==> src/design/trmc_pkg.sv <==
// Shared types and constants for the tiled radius match counter.
`timescale 1ns / 1ps
package trmc_pkg;

	localparam int COORD_W = 24;
	localparam int DIFF_W  = 25;
	localparam int SQ_W    = 50;
	localparam int QID_W   = 10;
	localparam int PID_W   = 24;
	localparam int CNT_W   = 25;

	localparam logic [CNT_W-1:0] COUNT_MAX = {CNT_W{1'b1}};

	localparam logic KIND_MATCH = 1'b0;
	localparam logic KIND_COUNT = 1'b1;

	typedef enum logic [1:0] {
		FN_CLEAR = 2'd0,
		FN_LOAD  = 2'd1,
		FN_TEST  = 2'd2,
		FN_READ  = 2'd3
	} func_t;

	typedef enum logic [1:0] {
		AX_X = 2'd0,
		AX_Y = 2'd1,
		AX_Z = 2'd2
	} axis_t;

	typedef struct packed {
		logic signed [COORD_W-1:0] x;
		logic signed [COORD_W-1:0] y;
		logic signed [COORD_W-1:0] z;
		logic        [QID_W-1:0]   id;
	} tile_entry_t;

	typedef struct packed {
		logic  ld;
		logic  sq_en;
		axis_t sel;
		logic  acc_ld;
		logic  acc_add;
	} dist_ctl_t;

endpackage

==> src/design/trmc_dist_unit.sv <==
// Shared squared-distance unit: one squarer, one accumulator, one compare.
`timescale 1ns / 1ps
module trmc_dist_unit (
	input  logic                                clk,
	input  trmc_pkg::dist_ctl_t                 ctl,
	input  logic signed [trmc_pkg::COORD_W-1:0] pt_x,
	input  logic signed [trmc_pkg::COORD_W-1:0] pt_y,
	input  logic signed [trmc_pkg::COORD_W-1:0] pt_z,
	input  trmc_pkg::tile_entry_t               ent,
	input  logic        [trmc_pkg::SQ_W-1:0]    radius,
	output logic                                hit
);
	import trmc_pkg::*;

	logic signed [DIFF_W-1:0] dx_q, dy_q, dz_q;
	logic signed [DIFF_W-1:0] d;
	logic signed [SQ_W-1:0]   p;
	logic        [SQ_W-1:0]   prod_q;
	logic        [SQ_W-1:0]   acc_q;

	always_comb begin
		case (ctl.sel)
			AX_X:    d = dx_q;
			AX_Y:    d = dy_q;
			AX_Z:    d = dz_q;
			default: d = dx_q;
		endcase
	end

	assign p = d * d;

	always_ff @(posedge clk) begin
		if (ctl.ld) begin
			dx_q <= {pt_x[COORD_W-1], pt_x} - {ent.x[COORD_W-1], ent.x};
			dy_q <= {pt_y[COORD_W-1], pt_y} - {ent.y[COORD_W-1], ent.y};
			dz_q <= {pt_z[COORD_W-1], pt_z} - {ent.z[COORD_W-1], ent.z};
		end
		if (ctl.sq_en) begin
			prod_q <= p;
		end
		if (ctl.acc_ld) begin
			acc_q <= prod_q;
		end else if (ctl.acc_add) begin
			acc_q <= acc_q + prod_q;
		end
	end

	// Three squares stay below 2^50, so the sum is exact in SQ_W bits.
	assign hit = (acc_q + prod_q) <= radius;

endmodule

==> config.mk <==
export PLATFORM = sky130hd
export DESIGN_NAME = trmc_dist_unit
export DESIGN_NICKNAME = d
export VERILOG_FILES = /design/src/design/trmc_pkg.sv /design/src/design/trmc_dist_unit.sv
export SDC_FILE = /design/constraint.sdc
export NUM_CORES = 2
export LEC_CHECK = 0
export BUFFER_PORTS_ARGS = -buffer_cell sky130_fd_sc_hd__buf_2
export CAP_MARGIN = 0
export CELL_PAD_IN_SITES_DETAIL_PLACEMENT = 1
export CELL_PAD_IN_SITES_GLOBAL_PLACEMENT = 1
export CORE_ASPECT_RATIO = 1.4
export CORE_MARGIN = 1
export CORE_UTILIZATION = 45
export CTS_CLUSTER_SIZE = 14
export DETAILED_ROUTE_END_ITERATION = 8
export MAX_ROUTING_LAYER = met4
export PLACE_DENSITY_LB_ADDON = 0.1
export SLEW_MARGIN = 10
export SYNTH_ARGS = -nofsm -noshare
export SYNTH_HDL_FRONTEND = slang
export SYNTH_SLANG_ARGS = --single-unit
==> constraint.sdc <==
create_clock -name clk -period 8.39 [get_ports clk]
set_input_delay 0.839 -clock clk [delete_from_list [all_inputs] [get_ports clk]]
set_output_delay 0.839 -clock clk [all_outputs]
set_load 0.02 [all_outputs]
==> flow_summary_export.csv <==
group,metric,value,unit
detailed_routing,route.met2.wl,56800,um
layout,layoutNonFillerInstCount,5101,
layout,diodes,0,
timing,finalCritPeriodShare,97.9,%
synthesis,yosysUniqueCellTypes,77,
cts,htreeDepth,4,
detailed_routing,wl,102000,um
detailed_routing,postRouteAntennaNets,0,
placement,io_buffers,201,
floorplan,io_pins,212,
floorplan,core-area,74400,um2
outcome,status,"completed",
synthesis,yosysTopAreaCellShare,36.0,%
synthesis,netlist_top_cells_area,"fa_1 36%, edfxtp_1 15%, ha_1 12%, inv_1 10%, nand2_1 3.2%",
floorplan,dieWidth,234,um
cts,hold_buffers,0,
grt,grt_pass1_vias,31254,
layout,area_growth,18.4,%
timing,finalHoldViolations,0,
detailed_routing,drtIter0Drc,937,
timing,slew_viol_final,0,
synthesis,synth_warnings,0,
detailed_routing,drc,0,
synthesis,synthCells,3572,
synthesis,avgSynthCellArea,9.52,um2
cts,cts_tree,"done",
setup_path,slowest_delay,0.62,ns
floorplan,die_y,327,um
grt,grt_first_pass_wirelength,162000,um
synthesis,synth_edf_count,174,
setup_path,cp-start-kind,"input pin",
layout,fin_nets,5272,
detailed_routing,vias,26623,
detailed_routing,highest_layer,"met4",
detailed_routing,wire_per_inst,20.1,um
cts,ctsLongestPathBuffers,2,
placement,dp_hpwl,90300,um
synthesis,synth.largest_area_cell,"fa_1",
setup_path,critPathCaptureType,"flip-flop",
timing,worst_pin_slew,1.10,ns
setup_path,cp_max_fo,11,
placement,gp_congestion,0.965,
cts,cts_root_buffer,"clkbuf_16",
synthesis,postSynthNetCount,4716,
detailed_routing,wl_met1,38600,um
placement,dp_cells,5053,
setup_path,crit_required,8.63,ns
timing,max_slew_margin,26.7,%
synthesis,ys_seq_area_share,15.4,%
setup_path,crit_type,"input pin to flip-flop",
floorplan,die-area,76700,um2
detailed_routing,drt-vias-per-instance,5.22,
synthesis,syn_area,34000,um2
detailed_routing,drtPass1Iterations,5,
timing,fin_crit,8.21,ns
grt,overflow,0,
floorplan,initial_core_util,45.7,%
setup_path,cpMaxStageDelayCell,"a311oi_1",
cts,path_clk_slew,0.08,ns
hold_path,hold_class,"flip-flop to flip-flop",
grt,track_usage,28.5,%
timing,setup_viol,0,
layout,final_layout_size_suffix_gt1_share,19.5,%
setup_path,cp.arrival,8.45,ns
setup_path,cp_common_cell,"fa_1",
layout,post-route-util,54.1,%
timing,fmax,122,MHz
floorplan,placement_rows,118,
timing,fin_skew,0.0230,ns
grt,antenna_found_initial,0,
cts,clkLatencyLatePin,0.51,ns
cts,cts_buffers,17,
grt,grt_max_degree,76,
detailed_routing,met3_length,2630,um
cts,clock_sinks,174,
synthesis,synthArstFlopShare,0,%
flow_run,drv_cap,0,
synthesis,synth-seq-cells,174,
synthesis,yosys_most_used_dff,"edfxtp_1",
==> per-stage QoR <==
stage	area (um2)	TNS [ns]	hold slack (ns)	setup WS [ns]
2_1_floorplan	34200	0	0.528	0.00104
3_3_place_gp	39100	-3.64	0.557	-0.521
3_5_place_dp	39100	-5.98	0.575	-0.663
4_1_cts	39800	-0.0154	0.582	-0.0154
5_1_grt	40300	-0.00305	0.603	-0.00305
6_report	40300	0	0.573	0.177
==> cell usage in the layout, fill, tap and decap left out, drive strengths merged, types with 50 or more instances in the layout <==
cell type  count
o21ai         92
a21oi        132
a21o         104
inv          926
buf          615
ha           322
nor2         232
edfxtp       174
fa           611
nand2        288
xnor2        112
xor2          50
==> final timing paths <==
| check | startpoint | end | slack (ns) | depth (start not counted) |
|---|---|---|---|---|
| setup / recovery | ctl[2] | prod_q[49]$_DFFE_PP_ | 0.18 | 31 |
| hold / removal | prod_q[28]$_DFFE_PP_ | acc_q[28]$_DFFE_PP_ | 0.57 | 1 |
| setup reg to reg | dz_q[14]$_DFFE_PP_ | prod_q[49]$_DFFE_PP_ | 0.73 | 27 |
| hold reg to reg | prod_q[28]$_DFFE_PP_ | acc_q[28]$_DFFE_PP_ | 0.57 | 1 |
==> sequential cells by signal, summed over array words and instances (netlist names) <==
name    cells
dy_q       25
dx_q       25
acc_q      50
prod_q     49
dz_q       25
==> worst max-delay path: cells and delay by family <==
| kind | cells | cell delay (ns) |
|---|---|---|
| adder cells (fa/ha/maj) | 9 | 4.24 |
| AO/OA/AOI/OAI | 6 | 1.47 |
| buffers and inverters | 12 | 1.35 |
| AND/OR/NAND/NOR | 3 | 0.40 |
| XOR/XNOR | 1 | 0.13 |
==> layer usage <==
metal | global-route usage, % | vias up
met5 | - | -
met4 | 11.4 | 0
met3 | 2.05 | 169
met2 | 53.8 | 499
met1 | 30.1 | 13613
li1 | - | 12342
==> area by class of cell <==
cell class | count | area, um2
fillers | 8497 | 34100
multi-input cells | 2390 | 25300
flip-flops and latches | 174 | 5230
repair buffers | 618 | 4390
inverters | 927 | 3500
well taps | 960 | 1200
clock buffers | 17 | 425
clock inverters | 15 | 220
==> cells by family after synthesis <==
kind of cell | share of synthesized area (%)
adders and majority gates | 47.8
AOI/OAI and AO/OA | 10.7
DFF | 15.4
muxes | 1.62
and+or+nand+nor | 9.25
buffers and inverters | 11.1
xor gates and xnor gates | 4.17
==> Yosys cell counts (all sizes together), types with 14 or more instances <==
cell,instances
ha,322
a21o,104
clkbuf,70
edfxtp,174
nand2,288
nand3,24
fa,611
inv,922
a31oi,25
nor2,232
nand4,25
nor3,26
a22oi,26
nor2b,28
xnor2,112
o21a,32
o21bai,26
and3,14
mux2,48
xor2,50
nand2b,19
o21ai,92
a21oi,132
==> timing repair <==
action,CTS,global route
cloned,0,3
setup buffers,0,13
resized for setup,4,78
setup endpoints to repair,4,8
pin swaps,0,18
Power is left out: the tool's default activity adds up to more than one toggle a clock period on the data nets, which glitch-free logic cannot reach.
