<file path="src/design/trmc_pkg.sv">
// Shared types and constants for the tiled radius match counter.
`timescale 1ns / 1ps
package trmc_pkg;

	localparam int COORD_W = 24;
	localparam int DIFF_W  = 25;
	localparam int SQ_W    = 50;
	localparam int QID_W   = 10;
	localparam int PID_W   = 24;
	localparam int CNT_W   = 25;

	localparam logic [CNT_W-1:0] COUNT_MAX = {CNT_W{1'b1}};

	localparam logic KIND_MATCH = 1'b0;
	localparam logic KIND_COUNT = 1'b1;

	typedef enum logic [1:0] {
		FN_CLEAR = 2'd0,
		FN_LOAD  = 2'd1,
		FN_TEST  = 2'd2,
		FN_READ  = 2'd3
	} func_t;

	typedef enum logic [1:0] {
		AX_X = 2'd0,
		AX_Y = 2'd1,
		AX_Z = 2'd2
	} axis_t;

	typedef struct packed {
		logic signed [COORD_W-1:0] x;
		logic signed [COORD_W-1:0] y;
		logic signed [COORD_W-1:0] z;
		logic        [QID_W-1:0]   id;
	} tile_entry_t;

	typedef struct packed {
		logic  ld;
		logic  sq_en;
		axis_t sel;
		logic  acc_ld;
		logic  acc_add;
	} dist_ctl_t;

endpackage

</file>
<file path="src/design/trmc_tile_mem.sv">
// Query tile storage: one write port, one registered read port.
`timescale 1ns / 1ps
module trmc_tile_mem #(
	parameter int DEPTH = 32,
	parameter int AW    = 5
) (
	input  logic                  clk,
	input  logic                  we,
	input  logic [AW-1:0]         wa,
	input  trmc_pkg::tile_entry_t wd,
	input  logic                  re,
	input  logic [AW-1:0]         ra,
	output trmc_pkg::tile_entry_t rd
);
	import trmc_pkg::*;

	tile_entry_t mem [DEPTH];

	always_ff @(posedge clk) begin
		if (we) begin
			mem[wa] <= wd;
		end
	end

	always_ff @(posedge clk) begin
		if (re) begin
			rd <= mem[ra];
		end
	end

endmodule

</file>
<file path="config.mk">
export PLATFORM = sky130hd
export DESIGN_NAME = trmc_tile_mem
export DESIGN_NICKNAME = d
export VERILOG_FILES = /design/src/design/trmc_pkg.sv /design/src/design/trmc_tile_mem.sv
export SDC_FILE = /design/constraint.sdc
export NUM_CORES = 2
export LEC_CHECK = 0
export BUFFER_PORTS_ARGS = -buffer_cell sky130_fd_sc_hd__buf_2
export CORE_MARGIN = 2
export CORE_UTILIZATION = 45
export CTS_BUF_LIST = sky130_fd_sc_hd__clkbuf_8
export CTS_CLUSTER_DIAMETER = 30
export DETAILED_ROUTE_END_ITERATION = 6
export GPL_TIMING_DRIVEN = 0
export HOLD_SLACK_MARGIN = 0.06
export MAX_ROUTING_LAYER = met4
export PLACE_DENSITY = 0.62
export SYNTH_ARGS = -nofsm -noshare
export SYNTH_HDL_FRONTEND = slang
export SYNTH_SLANG_ARGS = --single-unit
</file>
<file path="constraint.sdc">
create_clock -name clk -period 12.4 [get_ports clk]
set_input_delay 2.48 -clock clk [delete_from_list [all_inputs] [get_ports clk]]
set_output_delay 2.48 -clock clk [all_outputs]
set_load 0.02 [all_outputs]
</file>
==> metrics.md <==
| Metric | Value |
|---|---|
| Status | `completed` |
| WS Path Type | `input pin to flop` |
| Ports | `about 180` |
| Flop-to-flop setup slack | `10.30 ns` |
| Largest net degree at the start of global routing | `between 40 and 50` |
| TritonCTS Buffers | `about 540` |
| Sequential-to-total area share from yosys stat | `about four fifths` |
| Fin util | `between 50 and 60%` |
| Placed Cells | `approximately 8,100` |
| Syn Area/Cell | `21.2 µm²` |
| Non-Filler Instances | `slightly above 9,000` |
| CP peak stage delay | `between 0.9 and 1 ns` |
| Post-route ant nets | `0` |
| Critical path's top delay family | `buffers and inverters` |
| Worst slew margin | `about a tenth` |
| Initial antenna violation count | `27` |
| Finished layout cell area | `approximately 0.12 mm²` |
| P_sw | `approximately 4.5 mW` |
| Post-Synthesis Cell Area | `0.102 mm²` |
| Die X | `between 400 and 500 µm` |
| Vias in the first global route | `roughly 54,000` |
| H-tree levels | `6` |
| Total grt overflow | `0` |
| Crit path buf inv count | `4` |
| Reg-to-Reg End | `rd[19]` |
| Fin crit share | `41.4%` |
| Post-synthesis instance total | `around 4,800` |
| Hold slack | `around 0.76 ns` |
| Synthesized flop and latch total | `around 2,700` |
| Critical path depth | `8` |
| DR pass1 iterations | `6` |
| Combinational share of power | `under 10%` |
| RSZ-0062 raised after global routing | `false` |
| Final Power | `20.1 mW` |
| Worst Skew | `~0.044 ns` |
| DP HPWL | `182,000 µm` |
| Max-cap violation count | `0` |
| Synth warnings | `0` |
| Worst Reg-to-Reg Cells | `4` |
| Switch share | `between 20% and 30%` |
| Fmax | `195 MHz` |
| DRC viols | `0` |
| Die area | `around 0.23 mm²` |
| Vias | `roughly 53,000` |
| Final setup vio count | `0` |
| CTS tree | `yes` |
| R2r startpoint | `mem[15][19]` |
| Clk pin slew, worst setup/hold paths | `~0.050 ns` |
| Power density over the cells | `between 150 and 200 mW/mm²` |
| Minimum clock period | `between 5 and 6 ns` |
| Post-CTS setup buffer count | `0` |
| Site row count | `about 170` |
| Slew at the pin with the worst max-slew slack | `between 1 and 1.5 ns` |
| Post-CTS sizing | `0` |
| Critical path startpoint | `ra[4]` |
| Slew Limit Fails | `0` |
| Clock sink total | `around 2,700` |
| Die Y | `roughly 480 µm` |
| Final #Nets | `around 5,800` |
| Highest-delay cell along the critical path | `clkbuf_1` |
| Syn_nets | `~4,900` |
| # fillers | `17,465` |
| Hold Path Class | `flop to flop` |
| Internal power | `about 16 mW` |
| Share of cells above drive strength 1 | `25.8%` |
| Initial DRC count | `~6,300` |
| Final Hold Viols | `0` |
| Post-DP Area | `~0.11 mm²` |
| Drt total wl | `between 200,000 and 300,000 µm` |
| Global-route wire length before repair | `about 400,000 µm` |
| Worst skew pair latency | `roughly 1.1 ns` |
| Critical path endpoint category | `flop` |
| Crit path launch type | `input pin` |
| Clk pwr share | `44.1%` |
| Initial Utilization | `45.4%` |
| GP Congestion | `0.784` |
| Core box area | `between 0.2 and 0.25 mm²` |
| Synth-to-layout area growth | `17.8%` |
| CP Cell Sequence | `buf_2 -> buf_2 -> and2_1 -> buf_2 -> clkbuf_1 -> a22oi_1 -> nand3_1 -> nand3_1` |
| Post-CTS Hold Buffers | `0` |
| Crit path required time | `approximately 13 ns` |
| Count of buffers from port buffering | `between 150 and 200` |
| Wire per inst | `between 30 and 40 µm` |
| Crit path max fanout | `10` |
| Worst-case vdd ir drop | `between 0.1 and 0.15 mV` |
| Clock Path Buffers | `4` |
| Root Driver | `clkbuf_8` |
| All-Layer GR Usage | `24.5%` |
| Top cell by count, worst path | `buf_2` |
| Reg power frac | `between 50% and 60%` |
| WP data arrival | `~5.8 ns` |
| Crit path to | `rd[81]` |
| Synth cell types | `37` |
| Leak Pwr | `between 40 and 50 nW` |
| DR vias/cell | `between 5 and 6` |
synth_stat cells:
cell | instances | area share [%]
edfxtp_1 | 2706 | 79
mux2i_1 | 655 | 6.4
a22oi_1 | 422 | 3.1
mux4_2 | 329 | 7.2
nand3_1 | 164 | 0.80
buf_2 | 119 | 0.58
clkbuf_1 | 95 | 0.35
a22o_1 | 43 | 0.37
a31oi_1 | 43 | 0.26
nor2_1 | 42 | 0.15
nand4_1 | 38 | 0.23
buf_4 | 35 | 0.26
nand2_1 | 24 | 0.088
a21oi_1 | 19 | 0.093
nor2b_1 | 16 | 0.098
buf_1 | 11 | 0.040
and2_1 | 10 | 0.061
buf_6 | 9 | 0.099
nand3b_1 | 5 | 0.037
a32oi_1 | 4 | 0.034
nand2b_1 | 3 | 0.018
a211oi_1 | 2 | 0.015
and3_1 | 2 | 0.012
and3b_1 | 2 | 0.017
clkbuf_4 | 2 | 0.015
nor2_2 | 2 | 0.012
nor3_1 | 2 | 0.0098
or3b_2 | 2 | 0.017
a2111oi_0 | 1 | 0.0086
and2b_1 | 1 | 0.0073
clkbuf_2 | 1 | 0.0049
inv_1 | 1 | 0.0037
nor3_2 | 1 | 0.0098
nor4_1 | 1 | 0.0061
o22ai_1 | 1 | 0.0061
o32ai_1 | 1 | 0.0086
or3_1 | 1 | 0.0061
per-layer routing:
| layer | up-vias | GRT usage [%] | part of all wire (%) |
|---|---|---|---|
| met5 | - | - | 0 |
| met4 | 0 | 7.82 | 2.7 |
| met3 | 451 | 5.09 | 8.7 |
| met2 | 2690 | 39.0 | 49 |
| met1 | 28093 | 31.9 | 39 |
| li1 | 22064 | - | - |
layout by cell type, fill, tap and decap left out, types with 3 or more instances in the layout:
cell type,n
a21oi_1,19
a22o_1,43
a22oi_1,422
a31oi_1,43
a32oi_1,4
and2_1,10
buf_1,11
buf_12,113
buf_16,19
buf_2,293
buf_4,36
buf_6,9
bufinv_16,45
clkbuf_1,95
clkbuf_4,3
clkbuf_8,557
clkinv_1,99
clkinv_2,67
clkinv_4,5
clkinvlp_4,39
diode_2,16
edfxtp_1,2706
inv_1,106
inv_6,6
mux2i_1,655
mux4_2,329
nand2_1,24
nand2b_1,3
nand3_1,164
nand3b_1,5
nand4_1,38
nor2_1,9
nor2_2,3
nor2_4,32
nor2b_1,16
kinds of logic (layout without fill, tap and decap cells):
group / after synthesis / count (layout) / share of synthesized area (%)
multiplexers: 984 / 984 / 13.7
AO/OA/AOI/OAI: 536 / 536 / 3.90
AND/OR/NAND/NOR: 316 / 316 / 1.59
buffers and inverters: 273 / 1504 / 1.35
other: 0 / 16 / 0
flip-flops: 2706 / 2706 / 79.5
state kept, by name (all words and copies together) (netlist names):
name,flops
mem,2624
rd,82
cell type report:
cell class              instances  area [µm²]  area share, %
inverters                       1        3.75        0.00312
clock buffers                 557        7670           6.37
flip-flops and latches       2706       81300           67.5
clock inverters               366        2840           2.36
plain buffers                 272        1380           1.14
diodes                         16        40.0         0.0332
repair buffers                308        3670           3.05
well taps                    2992        3740           3.11
multi-input cells            1836       19800           16.5
tightest hold or removal path, stage by stage (launching register included):
cell and delay, ns:
edfxtp_1 0.31, mux2i_1 0.06, nand2_1 0.07, nand3_1 0.06, nand4_1 0.12
power by group through the flow:
stage / Sequential, mW / Clock, mW / Combinational, mW
2_1_floorplan: 10.5 / 0 / 0.473
3_3_place_gp: 10.4 / 0 / 0.952
3_5_place_dp: 10.4 / 0 / 0.997
4_1_cts: 10.2 / 9.02 / 1.00
5_1_grt: 10.3 / 9.43 / 1.05
6_report: 10.2 / 8.88 / 0.997
metrics by stage:
step	setup TNS [ns]	setup WS (ns)
finish	0	7.26
global route	0	7.36
CTS	0	7.44
detailed placement	0	6.28
global placement	-29.50	-0.221
floorplan	0	5.32
how the worst min path moves through the flow:
stage                     start     end  slack (ns)  cells after the start
floorplan           mem[20][11]  rd[11]        0.63                      4
global placement    mem[20][70]  rd[70]        0.76                      4
detailed placement  mem[21][70]  rd[70]        0.75                      4
CTS                 mem[20][70]  rd[70]        0.76                      4
global route        mem[20][70]  rd[70]        0.81                      4
finish              mem[20][22]  rd[22]        0.76                      4
Power figures use the tool's default switching activity.
